$ cat src/hw/rtl/upright_capture_with_slew_limit_unit_macros.svh
// ----------------------------------------------------------------------------
// Assertion macros for the upright capture unit
// Concurrent assertion shorthands that compile away when SYNTHESIS is defined.
// ----------------------------------------------------------------------------
`ifndef UPRIGHT_CAPTURE_WITH_SLEW_LIMIT_UNIT_MACROS_SVH
`define UPRIGHT_CAPTURE_WITH_SLEW_LIMIT_UNIT_MACROS_SVH

`ifndef SYNTHESIS
`define UCSL_ASSERT_IMP(label, clk, rst_n, ante, cons) \
	label: assert property (@(posedge clk) disable iff (!(rst_n)) (ante) |-> (cons)) \
		else $error("assertion failed");
`define UCSL_ASSERT_NXT(label, clk, rst_n, ante, cons) \
	label: assert property (@(posedge clk) disable iff (!(rst_n)) (ante) |=> (cons)) \
		else $error("assertion failed");
`else
`define UCSL_ASSERT_IMP(label, clk, rst_n, ante, cons)
`define UCSL_ASSERT_NXT(label, clk, rst_n, ante, cons)
`endif

`endif

$ cat src/hw/rtl/ucsl_pkg.sv
// ----------------------------------------------------------------------------
// Upright capture package
// Word types, configuration layout and fixed constants of the unit.
// ----------------------------------------------------------------------------
`default_nettype none

package ucsl_pkg;

	localparam int unsigned ADDR_W = 5;

	localparam logic [15:0] UPRIGHT   = 16'h8000;
	localparam logic [7:0]  COUNT_MAX = 8'd255;

	typedef enum logic [2:0] {
		REG_ENTER_ANGLE   = 3'd0,
		REG_ENTER_RATE    = 3'd1,
		REG_ENTER_PREDICT = 3'd2,
		REG_LEAD_TIME     = 3'd3,
		REG_EXIT_ANGLE    = 3'd4,
		REG_EXIT_RATE     = 3'd5,
		REG_BALANCE_SLEW  = 3'd6,
		REG_SWINGUP_SLEW  = 3'd7
	} reg_idx_t;

	typedef struct packed {
		logic [15:0]        pole_angle;
		logic signed [23:0] pole_rate;
		logic signed [15:0] cmd_request;
	} sample_t;

	typedef struct packed {
		logic               locked;
		logic signed [15:0] drive_command;
	} result_t;

	typedef struct packed {
		logic [15:0] enter_angle_limit;
		logic [22:0] enter_rate_limit;
		logic [15:0] enter_predict_limit;
		logic [15:0] lead_time;
		logic [15:0] exit_angle_limit;
		logic [22:0] exit_rate_limit;
		logic [14:0] balance_slew;
		logic [14:0] swingup_slew;
	} cfg_t;

	typedef struct packed {
		logic enter_ok;
		logic exit_bad;
	} flags_t;

	typedef struct packed {
		logic               lock;
		logic [7:0]         hold;
		logic [7:0]         lost;
		logic signed [15:0] cmd;
	} track_t;

endpackage

`default_nettype wire

$ cat src/hw/rtl/ucsl_track.sv
// ----------------------------------------------------------------------------
// Lock tracker and slew limiter
// Next state of the capture lock, its hysteresis counters and the held
// drive command for one sample.
// ----------------------------------------------------------------------------
`default_nettype none

module ucsl_track #(
	parameter int unsigned ENTER_SAMPLES = 5,
	parameter int unsigned EXIT_SAMPLES  = 10
) (
	input  wire ucsl_pkg::track_t  cur,
	input  wire ucsl_pkg::flags_t  flags,
	input  wire logic signed [15:0] cmd_request,
	input  wire logic [14:0]        balance_slew,
	input  wire logic [14:0]        swingup_slew,
	output ucsl_pkg::track_t        nxt
);

	logic signed [17:0] lim;
	logic signed [17:0] delta;
	logic signed [17:0] step;
	logic signed [17:0] sum;

	always_comb begin
		nxt = cur;
		if (!cur.lock) begin
			if (flags.enter_ok) begin
				if (cur.hold != ucsl_pkg::COUNT_MAX) begin
					nxt.hold = cur.hold + 8'd1;
				end
			end else begin
				nxt.hold = '0;
			end
			if (nxt.hold >= 8'(ENTER_SAMPLES)) begin
				nxt.lock = 1'b1;
				nxt.lost = '0;
			end
		end else begin
			if (flags.exit_bad) begin
				if (cur.lost != ucsl_pkg::COUNT_MAX) begin
					nxt.lost = cur.lost + 8'd1;
				end
			end else begin
				nxt.lost = '0;
			end
			if (nxt.lost >= 8'(EXIT_SAMPLES)) begin
				nxt.lock = 1'b0;
				nxt.hold = '0;
			end
		end

		lim   = signed'(18'(nxt.lock ? balance_slew : swingup_slew));
		delta = 18'(cmd_request) - 18'(cur.cmd);
		if (delta > lim) begin
			step = lim;
		end else if (delta < -lim) begin
			step = -lim;
		end else begin
			step = delta;
		end
		sum     = 18'(cur.cmd) + step;
		nxt.cmd = sum[15:0];
	end

endmodule

`default_nettype wire

$ cat config.mk
export PLATFORM = sky130hd
export DESIGN_NAME = ucsl_track
export DESIGN_NICKNAME = d
export VERILOG_FILES = /design/src/hw/rtl/upright_capture_with_slew_limit_unit_macros.svh /design/src/hw/rtl/ucsl_pkg.sv /design/src/hw/rtl/ucsl_track.sv
export SDC_FILE = /design/constraint.sdc
export NUM_CORES = 1
export LEC_CHECK = 0
export BUFFER_PORTS_ARGS = -buffer_cell sky130_fd_sc_hd__clkbuf_2
export CORE_UTILIZATION = 51
export DETAILED_ROUTE_END_ITERATION = 16
export PLACE_DENSITY = 0.81
export SYNTH_ARGS = -nofsm -noshare
export SYNTH_HDL_FRONTEND = slang
export SYNTH_SLANG_ARGS = --single-unit
$ cat constraint.sdc
create_clock -name vclk -period 10.05
set_clock_uncertainty 0.15 [all_clocks]
set_input_delay 1.005 -clock vclk [all_inputs]
set_output_delay 1.005 -clock vclk [all_outputs]
set_load 0.1 [all_outputs]
==> results.json <==
{
  "synthCells": 548,
  "crit_buf_inv": 5,
  "cp-end-kind": "output pin",
  "drtAntennaViolNets": 0,
  "regArea_um2": 0,
  "vias": 4835,
  "finalPower_uw": 1380,
  "switching_share_pct": 63.2,
  "ios": 114,
  "critPathLaunch": "cur[25]",
  "crit_type": "input pin to output pin",
  "maxCapViolCount": 0,
  "drive_gt1_share_pct": 35.4,
  "fmax_mhz": 100,
  "switchingPower_uw": 874,
  "required_ns": 8.90,
  "post-route-drc-count": 0,
  "vdd_drop_max_uv": 382,
  "wire_per_inst_um": 15.8,
  "synth_top_area_cell": "ha_1",
  "synth_most_common_cell": "ha_1",
  "syn_nets": 698,
  "power.density_nw_per_um2": 247,
  "wirelength_um": 12500,
  "fin_crit_sh_pct": 99.1,
  "fin_cells": 788,
  "pwr-share-comb_pct": 100.0,
  "maxSlewHeadroom_pct": 53.4,
  "grt_pass1_wl_um": 19500,
  "grt_usage_pct": 27.4,
  "grt_pass1_vias": 4516,
  "maxSlewViolCount": 0,
  "drt_iter0_drc": 242,
  "cts_hold_buf": 0,
  "placedCellCount": 756,
  "overflow": 0,
  "worst_pin_slew_ns": 0.699,
  "power.leakage_uw": 0.00259,
  "cp_data_arrival_time_ns": 8.80,
  "grt_max_degree": 39,
  "seqPwrFrac_pct": 0,
  "diodes": 0,
  "worstHoldPathType": "input pin to output pin",
  "syn_avg_cell_area_um2": 7.42,
  "port_buffers": 114,
  "core_um2": 7730,
  "antenna_found_initial": 0,
  "whs_path_depth": 4,
  "path_depth": 35,
  "crit_path_max_incr_delay_ns": 0.55,
  "die_w_um": 91.3,
  "fin_nets": 838,
  "dp_hpwl_um": 9820,
  "finalHoldViolations": 0,
  "rsz0062_at_grt": "true",
  "setup_violations": 0,
  "start_util_pct": 52.6,
  "clkbuf_count": 0,
  "min-delay-start": "cur[11]",
  "place_congestion": 0.946,
  "synthTopCellsByCount": "ha_1, nand2_1, o21ai_0, inv_1, nor2_1",
  "dieArea_um2": 8330,
  "netlist_top_cells_area": "ha_1, xnor2_1, o21ai_0",
  "yosysTopAreaCellShare_pct": 20.6,
  "ys_seq_area_share_pct": 0,
  "path_max_fanout": 5,
  "min_period_ns": 9.96,
  "area_growth_pct": 37.7,
  "critPathSlowestCell": "or4b_4",
  "avgViaCountPerCell": 6.14,
  "p_clk_share_pct": 0,
  "dr.pass1.iters": 5,
  "rows": 32,
  "synth_cell_type_count": 83,
  "path_delay_family": "compound AO/OA/AOI/OAI gates",
  "start_kind": "input pin",
  "ys_warn_count": 0,
  "outcome": "completed",
  "internal_power_uw": 509,
  "seq_cells": 0,
  "finalSetupTns_ns": 0,
  "die_height_um": 91.3,
  "netlist_area_um2": 4060
}
-- stage by stage --
stage | util (%) | setup WS (ns) | hold WS [ns] | instance area (µm²)
final | 72.4 | 0.0945 | 2.44 | 5600
after global routing | 72.4 | -0.195 | 2.46 | 5600
after CTS | 68.2 | 0.0109 | 2.44 | 5270
after detailed placement | 66.2 | -0.319 | 2.43 | 5120
after global placement | 66.2 | 0.0205 | 2.43 | 5120
after floorplan | - | -0.0147 | 2.28 | 4320
-- final timing paths --
kind	endpoint
worst min-delay path	nxt[11]
worst max-delay path	nxt[15]
-- cells in the final DEF (no fill, tap or decap), types with 14 or more instances in the layout --
master and instances:
nand2_1 40, o21ai_0 33, nor3_1 14, nor2_1 30, ha_1 62, inv_1 32
nand3_1 14, a21oi_1 23, xnor2_1 19, clkbuf_2 97, a21o_1 17, buf_4 43
xor2_1 15
-- routing by layer --
metal / GRT usage (%) / vias to the layer above / routed length [µm]
li1: - / 2367 / -
met1: 32.1 / 2257 / 5090
met2: 53.2 / 173 / 6490
met3: 0.419 / 38 / 456
met4: 9.13 / 0 / 452
met5: 0 / - / 0
-- kinds of logic after synthesis --
logic type / share of synthesized area (%)
AOI/OAI and AO/OA: 31.2
and+or+nand+nor: 23.4
adders and majority gates: 21.9
buffers and inverters: 6.65
xor gates and xnor gates: 9.61
muxes: 7.30
-- what timing repair did --
action | 4_1_cts | 5_1_grt
gates resized for setup | 13 | 41
setup endpoints to repair | 2 | 6
buffers inserted | 12 | 20
pin swaps | 17 | 34
-- power groups by stage --
stage / clock network [µW] / registers, µW / logic (µW)
after floorplan: 0 / 0 / 947
after global placement: 0 / 0 / 1270
after detailed placement: 0 / 0 / 1290
after CTS: 0 / 0 / 1330
after global routing: 0 / 0 / 1450
final: 0 / 0 / 1380
-- final cells by class --
| cell class | instances | area, µm² |
|---|---|---|
| Fill cell | 596 | 2130 |
| Inverter | 34 | 133 |
| Multi-Input combinational cell | 495 | 4230 |
| Tap cell | 102 | 128 |
| Timing Repair Buffer | 157 | 1100 |
(Power assumes the default switching activity.)
