===== config.mk =====
export PLATFORM = sky130hd
export DESIGN_NAME = ucsl_predict
export DESIGN_NICKNAME = d
export VERILOG_FILES = /design/src/hw/rtl/upright_capture_with_slew_limit_unit_macros.svh /design/src/hw/rtl/ucsl_pkg.sv /design/src/hw/rtl/ucsl_predict.sv
export SDC_FILE = /design/constraint.sdc
export NUM_CORES = 1
export LEC_CHECK = 0
export BUFFER_PORTS_ARGS = -buffer_cell sky130_fd_sc_hd__buf_4
export CAP_MARGIN = 0
export CORE_ASPECT_RATIO = 0.6
export CORE_UTILIZATION = 42
export DETAILED_ROUTE_END_ITERATION = 10
export PLACE_DENSITY_LB_ADDON = 0.05
export SLEW_MARGIN = 20
export SYNTH_ARGS = -nofsm -noshare
export SYNTH_HDL_FRONTEND = slang
export SYNTH_SLANG_ARGS = --single-unit

===== constraint.sdc =====
create_clock -name vclk -period 38.4
set_input_delay 1.92 -clock vclk [all_inputs]
set_output_delay 1.92 -clock vclk [all_outputs]
set_load 0.02 [all_outputs]

===== src/hw/rtl/upright_capture_with_slew_limit_unit_macros.svh =====
// ----------------------------------------------------------------------------
// Assertion macros for the upright capture unit
// Concurrent assertion shorthands that compile away when SYNTHESIS is defined.
// ----------------------------------------------------------------------------
`ifndef UPRIGHT_CAPTURE_WITH_SLEW_LIMIT_UNIT_MACROS_SVH
`define UPRIGHT_CAPTURE_WITH_SLEW_LIMIT_UNIT_MACROS_SVH

`ifndef SYNTHESIS
`define UCSL_ASSERT_IMP(label, clk, rst_n, ante, cons) \
	label: assert property (@(posedge clk) disable iff (!(rst_n)) (ante) |-> (cons)) \
		else $error("assertion failed");
`define UCSL_ASSERT_NXT(label, clk, rst_n, ante, cons) \
	label: assert property (@(posedge clk) disable iff (!(rst_n)) (ante) |=> (cons)) \
		else $error("assertion failed");
`else
`define UCSL_ASSERT_IMP(label, clk, rst_n, ante, cons)
`define UCSL_ASSERT_NXT(label, clk, rst_n, ante, cons)
`endif

`endif


===== src/hw/rtl/ucsl_pkg.sv =====
// ----------------------------------------------------------------------------
// Upright capture package
// Word types, configuration layout and fixed constants of the unit.
// ----------------------------------------------------------------------------
`default_nettype none

package ucsl_pkg;

	localparam int unsigned ADDR_W = 5;

	localparam logic [15:0] UPRIGHT   = 16'h8000;
	localparam logic [7:0]  COUNT_MAX = 8'd255;

	typedef enum logic [2:0] {
		REG_ENTER_ANGLE   = 3'd0,
		REG_ENTER_RATE    = 3'd1,
		REG_ENTER_PREDICT = 3'd2,
		REG_LEAD_TIME     = 3'd3,
		REG_EXIT_ANGLE    = 3'd4,
		REG_EXIT_RATE     = 3'd5,
		REG_BALANCE_SLEW  = 3'd6,
		REG_SWINGUP_SLEW  = 3'd7
	} reg_idx_t;

	typedef struct packed {
		logic [15:0]        pole_angle;
		logic signed [23:0] pole_rate;
		logic signed [15:0] cmd_request;
	} sample_t;

	typedef struct packed {
		logic               locked;
		logic signed [15:0] drive_command;
	} result_t;

	typedef struct packed {
		logic [15:0] enter_angle_limit;
		logic [22:0] enter_rate_limit;
		logic [15:0] enter_predict_limit;
		logic [15:0] lead_time;
		logic [15:0] exit_angle_limit;
		logic [22:0] exit_rate_limit;
		logic [14:0] balance_slew;
		logic [14:0] swingup_slew;
	} cfg_t;

	typedef struct packed {
		logic enter_ok;
		logic exit_bad;
	} flags_t;

	typedef struct packed {
		logic               lock;
		logic [7:0]         hold;
		logic [7:0]         lost;
		logic signed [15:0] cmd;
	} track_t;

endpackage

`default_nettype wire


===== src/hw/rtl/ucsl_predict.sv =====
// ----------------------------------------------------------------------------
// Capture window check
// Forms the upright error, rate magnitude and predicted error of one sample
// and compares them against the enter and exit limits.
// ----------------------------------------------------------------------------
`default_nettype none

module ucsl_predict (
	input  wire ucsl_pkg::sample_t sample,
	input  wire ucsl_pkg::cfg_t    cfg,
	output ucsl_pkg::flags_t       flags
);

	logic signed [16:0] err;
	logic [16:0]        aerr;
	logic signed [24:0] rate;
	logic [23:0]        arate;
	logic [39:0]        prod;
	logic [39:0]        prod_rnd;
	logic [23:0]        lead_mag;
	logic signed [25:0] lead;
	logic signed [25:0] pred;
	logic [25:0]        apred;

	always_comb begin
		err      = 17'(signed'(sample.pole_angle ^ ucsl_pkg::UPRIGHT));
		aerr     = err[16] ? unsigned'(-err) : unsigned'(err);
		rate     = 25'(sample.pole_rate);
		arate    = rate[24] ? 24'(unsigned'(-rate)) : 24'(unsigned'(rate));
		prod     = 40'(arate) * 40'(cfg.lead_time);
		prod_rnd = prod + 40'd32768;
		lead_mag = prod_rnd[39:16];
		lead     = rate[24] ? -signed'(26'(lead_mag)) : signed'(26'(lead_mag));
		pred     = 26'(err) + lead;
		apred    = pred[25] ? unsigned'(-pred) : unsigned'(pred);

		flags.enter_ok = (aerr < 17'(cfg.enter_angle_limit))
			&& (arate < 24'(cfg.enter_rate_limit))
			&& (apred < 26'(cfg.enter_predict_limit));
		flags.exit_bad = (aerr > 17'(cfg.exit_angle_limit))
			|| (arate > 24'(cfg.exit_rate_limit));
	end

endmodule

`default_nettype wire


==> results_dict.tcl, run 1 <==
set metrics [dict create \
    cpPeakStageDelay_ns 0.70 \
    io-pin-count 198 \
    seq_cells 0 \
    crit_slowest_cell "nor4_1" \
    drc 0 \
    setup_viol 0 \
    dr.first_iter.drc_count 1672 \
    gr-total-overflow 0 \
    endpoint_kind "output port" \
    stdcell_area_sq_um 21900 \
    grt_pass1_wl_mm 102 \
    status "completed" \
    rows 61 \
    clockBufferCount 0 \
    synth_xor_area_share_pct 4.61 \
    yosys.area_share.simple_pct 23.2 \
    final_cell_mix "inv_1, fa_1, nand2_1, ha_1, buf_4" \
    crit_required_ns 36.48 \
    synth_area_sq_um 20100 \
    use_met2_pct 38.3 \
    critPathTopFamily "simple AND/OR/NAND/NOR gates" \
    seq_area_sq_um 0 \
    synthDistinctLibCells 86 \
    post_cts_resized 0 \
    slew_violations 0 \
    fin_hold_ws_ns 4.44 \
    die_h_um 171 \
    crit_buf_inv 7 \
    area.growth.synth_to_final_pct 8.92 \
    final_common_cell "inv_1" \
    antenna_left 0 \
    finalHoldViolCount 0 \
    io_buffers 152 \
    coreArea_sq_um 46800 \
    track_usage_pct 26.5 \
    path_common_cell "fa_1" \
    synthMuxAreaShare_pct 0.542 \
    globalRouteMet3Util_pct 6.01 \
    die_w_um 284 \
    synth_fp_nets 3350 \
    ys_seq_area_share_pct 0 \
    hpwl_mm 51.9 \
    synth-adder-area-share_pct 46.0 \
    synth-compound-area-share_pct 13.8 \
    via_per_inst 5.68 \
    grt_setup_unrepaired "no" \
    fmax_mhz 48.2 \
    wirelength_mm 65.1 \
    drt_pass1_iterations 5 \
    grt-busiest-layer "met1" \
    crit_type "primary input to output port" \
    synth_area_per_cell_sq_um 7.73 \
    synthesis.instances 2599 \
    nNetsFinal 3409 \
    wl_per_cell_um 19.8 \
    setup-tns-final_ns 0 \
    place.gp.congestion 0.914 \
    cp_max_fo 81 \
    grt_max_degree 86 \
    synth_warnings 0 \
    dpl_cell_area_sq_um 21900 \
    start_util_pct 42.9 \
    postCtsHoldBufs 0 \
    critPathArrivalTime_ns 18.84 \
    hp-class "primary input to output port" \
    first_global_vias 17800 \
    vias 18700 \
    drive_above_1_share_pct 8.58 \
    min_period_ns 20.76 \
    maxCapViolCount 0 \
    synth_top_family_by_area "adder cells" \
    slew-limit-headroom_pct 19.7 \
    worst_slew_pin_slew_ns 1.20 \
    use_met1_pct 40.8 \
    final.period_utilization_pct 54.1 \
    die_area_sq_um 48700 \
    cts_setup_buffers 0 \
    start_kind "primary input" \
    antenna_found_initial 2 \
]
[metal layers]
layer  wire length (um)  vias to the layer above
met5                  0                        -
met4                733                        0
met3               6460                       58
met2              26100                      746
met1              31800                     9180
li1                   -                     8706
[cell usage after synthesis, types with 19 or more instances]
cell type / instances / area (sq um)
a21oi_1: 94 / 470
nor4_1: 47 / 294
inv_1: 494 / 1850
ha_1: 249 / 3120
xor2_1: 32 / 280
and2_1: 171 / 1070
nand4_1: 74 / 463
o211ai_1: 38 / 285
nand3_1: 67 / 335
a21o_1: 46 / 345
and3_1: 19 / 119
xnor2_1: 70 / 613
nand2_1: 283 / 1060
o21ai_0: 58 / 290
clkbuf_1: 117 / 439
nor3_1: 65 / 325
nor2_1: 74 / 278
fa_1: 306 / 6130
[area by class of cell]
class | count | area [sq um]
antenna | 2 | 5.00
timing repair buffer | 191 | 1430
fill | 4747 | 24900
multi-input combinational | 1969 | 17800
tap | 630 | 788
inverter | 496 | 1860
[kinds of logic after synthesis]
kind of cell	Yosys count
fa+ha+maj	555
simple gates	894
mux	9
compound gates	407
xor+xnor	104
buf+inv	630
[worst min-delay path: cells and delay by family]
kind,cells,cell delay (ns)
compound gates,2,0.16
fa+ha+maj,1,0.14
buf+inv,3,0.30
[path summary, 6_finish.rpt]
check | cells past startpoint | start | to | slack [ns]
max | 50 | sample[18] | flags[1] | 17.64
min | 6 | cfg[52] | flags[0] | 4.44
[stage by stage]
stage	std cells	worst slack [ns]	util (%)
floorplan	2599	20.67	-
global placement	3285	18.27	46.7
detailed placement	3285	18.08	46.8
CTS	3285	18.05	46.8
global route	3286	16.79	46.8
finish	3288	17.64	46.8
Power of run 1 is not shown: default switching activity piles up to over one toggle a cycle in this logic, so the estimate is an artifact.
==> run 2: changes to the inputs <==
--- a/config.mk
+++ b/config.mk
@@ -5,6 +5,7 @@
 export SDC_FILE = /design/constraint.sdc
 export NUM_CORES = 1
 export LEC_CHECK = 0
+export ABC_AREA = 1
 export BUFFER_PORTS_ARGS = -buffer_cell sky130_fd_sc_hd__buf_4
 export CAP_MARGIN = 0
 export CORE_ASPECT_RATIO = 0.6
==> constraint.sdc (replaced) <==
create_clock -name vclk -period 20.8
set_input_delay 1.04 -clock vclk [all_inputs]
set_output_delay 1.04 -clock vclk [all_outputs]
set_load 0.02 [all_outputs]
==> results_dict.tcl, run 2 <==
set metrics [dict create \
    post_cts_resized 0 \
    cpPeakStageDelay_ns 0.66 \
    drt_pass1_iterations 7 \
    dr.first_iter.drc_count 1850 \
    setup_viol 0 \
    min_period_ns 16.26 \
    first_global_vias 18300 \
    crit_buf_inv 12 \
    via_per_inst 5.13 \
    antenna_left 0 \
    final.period_utilization_pct 78.2 \
    maxCapViolCount 0 \
    ys_seq_area_share_pct 0 \
    hpwl_mm 61.7 \
    synthDistinctLibCells 55 \
    setup-tns-final_ns 0 \
    wirelength_mm 70.0 \
    start_kind "primary input" \
    cts_setup_buffers 0 \
    synth_top_area_cell "fa_1" \
    start_util_pct 43.2 \
    final_cell_mix "inv_1, nand2_1, nor2_1, fa_1, ha_1" \
    critPathArrivalTime_ns 15.22 \
    crit_required_ns 19.76 \
    synth_area_per_cell_sq_um 6.68 \
    postCtsHoldBufs 0 \
    synthTopCellsByArea "fa_1, ha_1, inv_1" \
    grt_setup_unrepaired "no" \
    endpoint_kind "output port" \
    antenna_found_initial 3 \
    finalHoldViolCount 0 \
    synth_area_sq_um 19600 \
    io-pin-count 198 \
    grt_pass1_wl_mm 107 \
    die_h_um 169 \
    drive_above_1_share_pct 7.53 \
    hp-class "primary input to output port" \
    crit_path_end "flags[1]" \
    drc 0 \
    nNetsFinal 3796 \
    fillers 4882 \
    critPathTopFamily "simple AND/OR/NAND/NOR gates" \
    hp-start "cfg[123]" \
    slew-limit-headroom_pct 33.5 \
    critical_path_depth 59 \
    synth_warnings 0 \
    slew_violations 0 \
    cp_max_fo 18 \
    place.gp.congestion 0.974 \
    area.growth.synth_to_final_pct 8.93 \
    status "completed" \
    crit_start "sample[16]" \
    clockBufferCount 0 \
    grt_max_degree 37 \
    path_common_cell "nand2_1" \
    worst_slew_pin_slew_ns 0.992 \
    synthesis.instances 2937 \
    coreArea_sq_um 45400 \
    gr-total-overflow 0 \
    synth.most_common_cell "inv_1" \
    multi_input_area_sq_um 16500 \
    vias 18800 \
    track_usage_pct 30.1 \
    die_w_um 281 \
    rows 60 \
    yosys-top-cells-count "inv_1, nand2_1, nor2_1, fa_1, ha_1" \
    wl_per_cell_um 19.1 \
    crit_slowest_cell "a21oi_1" \
    fmax_mhz 61.5 \
    seq_cells 0 \
    synth_fp_nets 3688 \
    final_common_cell "inv_1" \
    die_area_sq_um 47600 \
    io_buffers 152 \
    yosysTopAreaCellShare_pct 31.2 \
    crit_type "primary input to output port" \
    seq_area_sq_um 0 \
]
==> run 2: logic make-up after synthesis <==
group | count (synthesis) | share of synthesized area (%)
xor+xnor | 67 | 3.15
fa+ha+maj | 555 | 47.1
simple gates | 1292 | 28.0
buf+inv | 813 | 15.8
compound gates | 210 | 5.97
==> run 2: how the worst min path moves through the flow <==
stage	slack, ns	depth (start not counted)	end
global route	2.80	9	flags[1]
CTS	2.74	9	flags[1]
detailed placement	2.74	9	flags[1]
floorplan	2.49	7	flags[1]
finish	2.74	9	flags[1]
global placement	2.75	9	flags[1]
==> run 2: cell type report <==
cell class                      count  area share (%)
Tap cell                          620            3.63
Inverter                          757            13.3
Antenna cell                        3          0.0351
Multi-Input combinational cell   2124            77.3
Timing Repair Buffer              162            5.69
==> run 2: per-stage QoR <==
stage	setup WS [ns]	utilization [%]	hold WS, ns	std cells	cell area (sq um)
2_1_floorplan	8.48	-	2.49	2937	19600
3_3_place_gp	5.14	47.0	2.75	3663	21400
3_5_place_dp	5.17	47.0	2.74	3663	21400
4_1_cts	5.12	47.0	2.74	3663	21400
5_1_grt	3.66	47.0	2.80	3666	21400
6_report	4.54	47.0	2.74	3666	21400
==> run 2: per-layer routing <==
layer	up-vias	GRT usage, %	routed length (um)
met3	39	9.39	8950
met1	8942	47.7	34800
met2	817	39.8	25600
met4	0	3.04	575
met5	-	0	0
li1	9024	-	-
==> run 2: tightest hold or removal path, delay by kind of cell <==
family | cells | cell delay [ns]
adders and majority gates | 1 | 0.12
buffers and inverters | 3 | 0.31
and+or+nand+nor | 5 | 0.22
Power of run 2 is left out for the same reason.
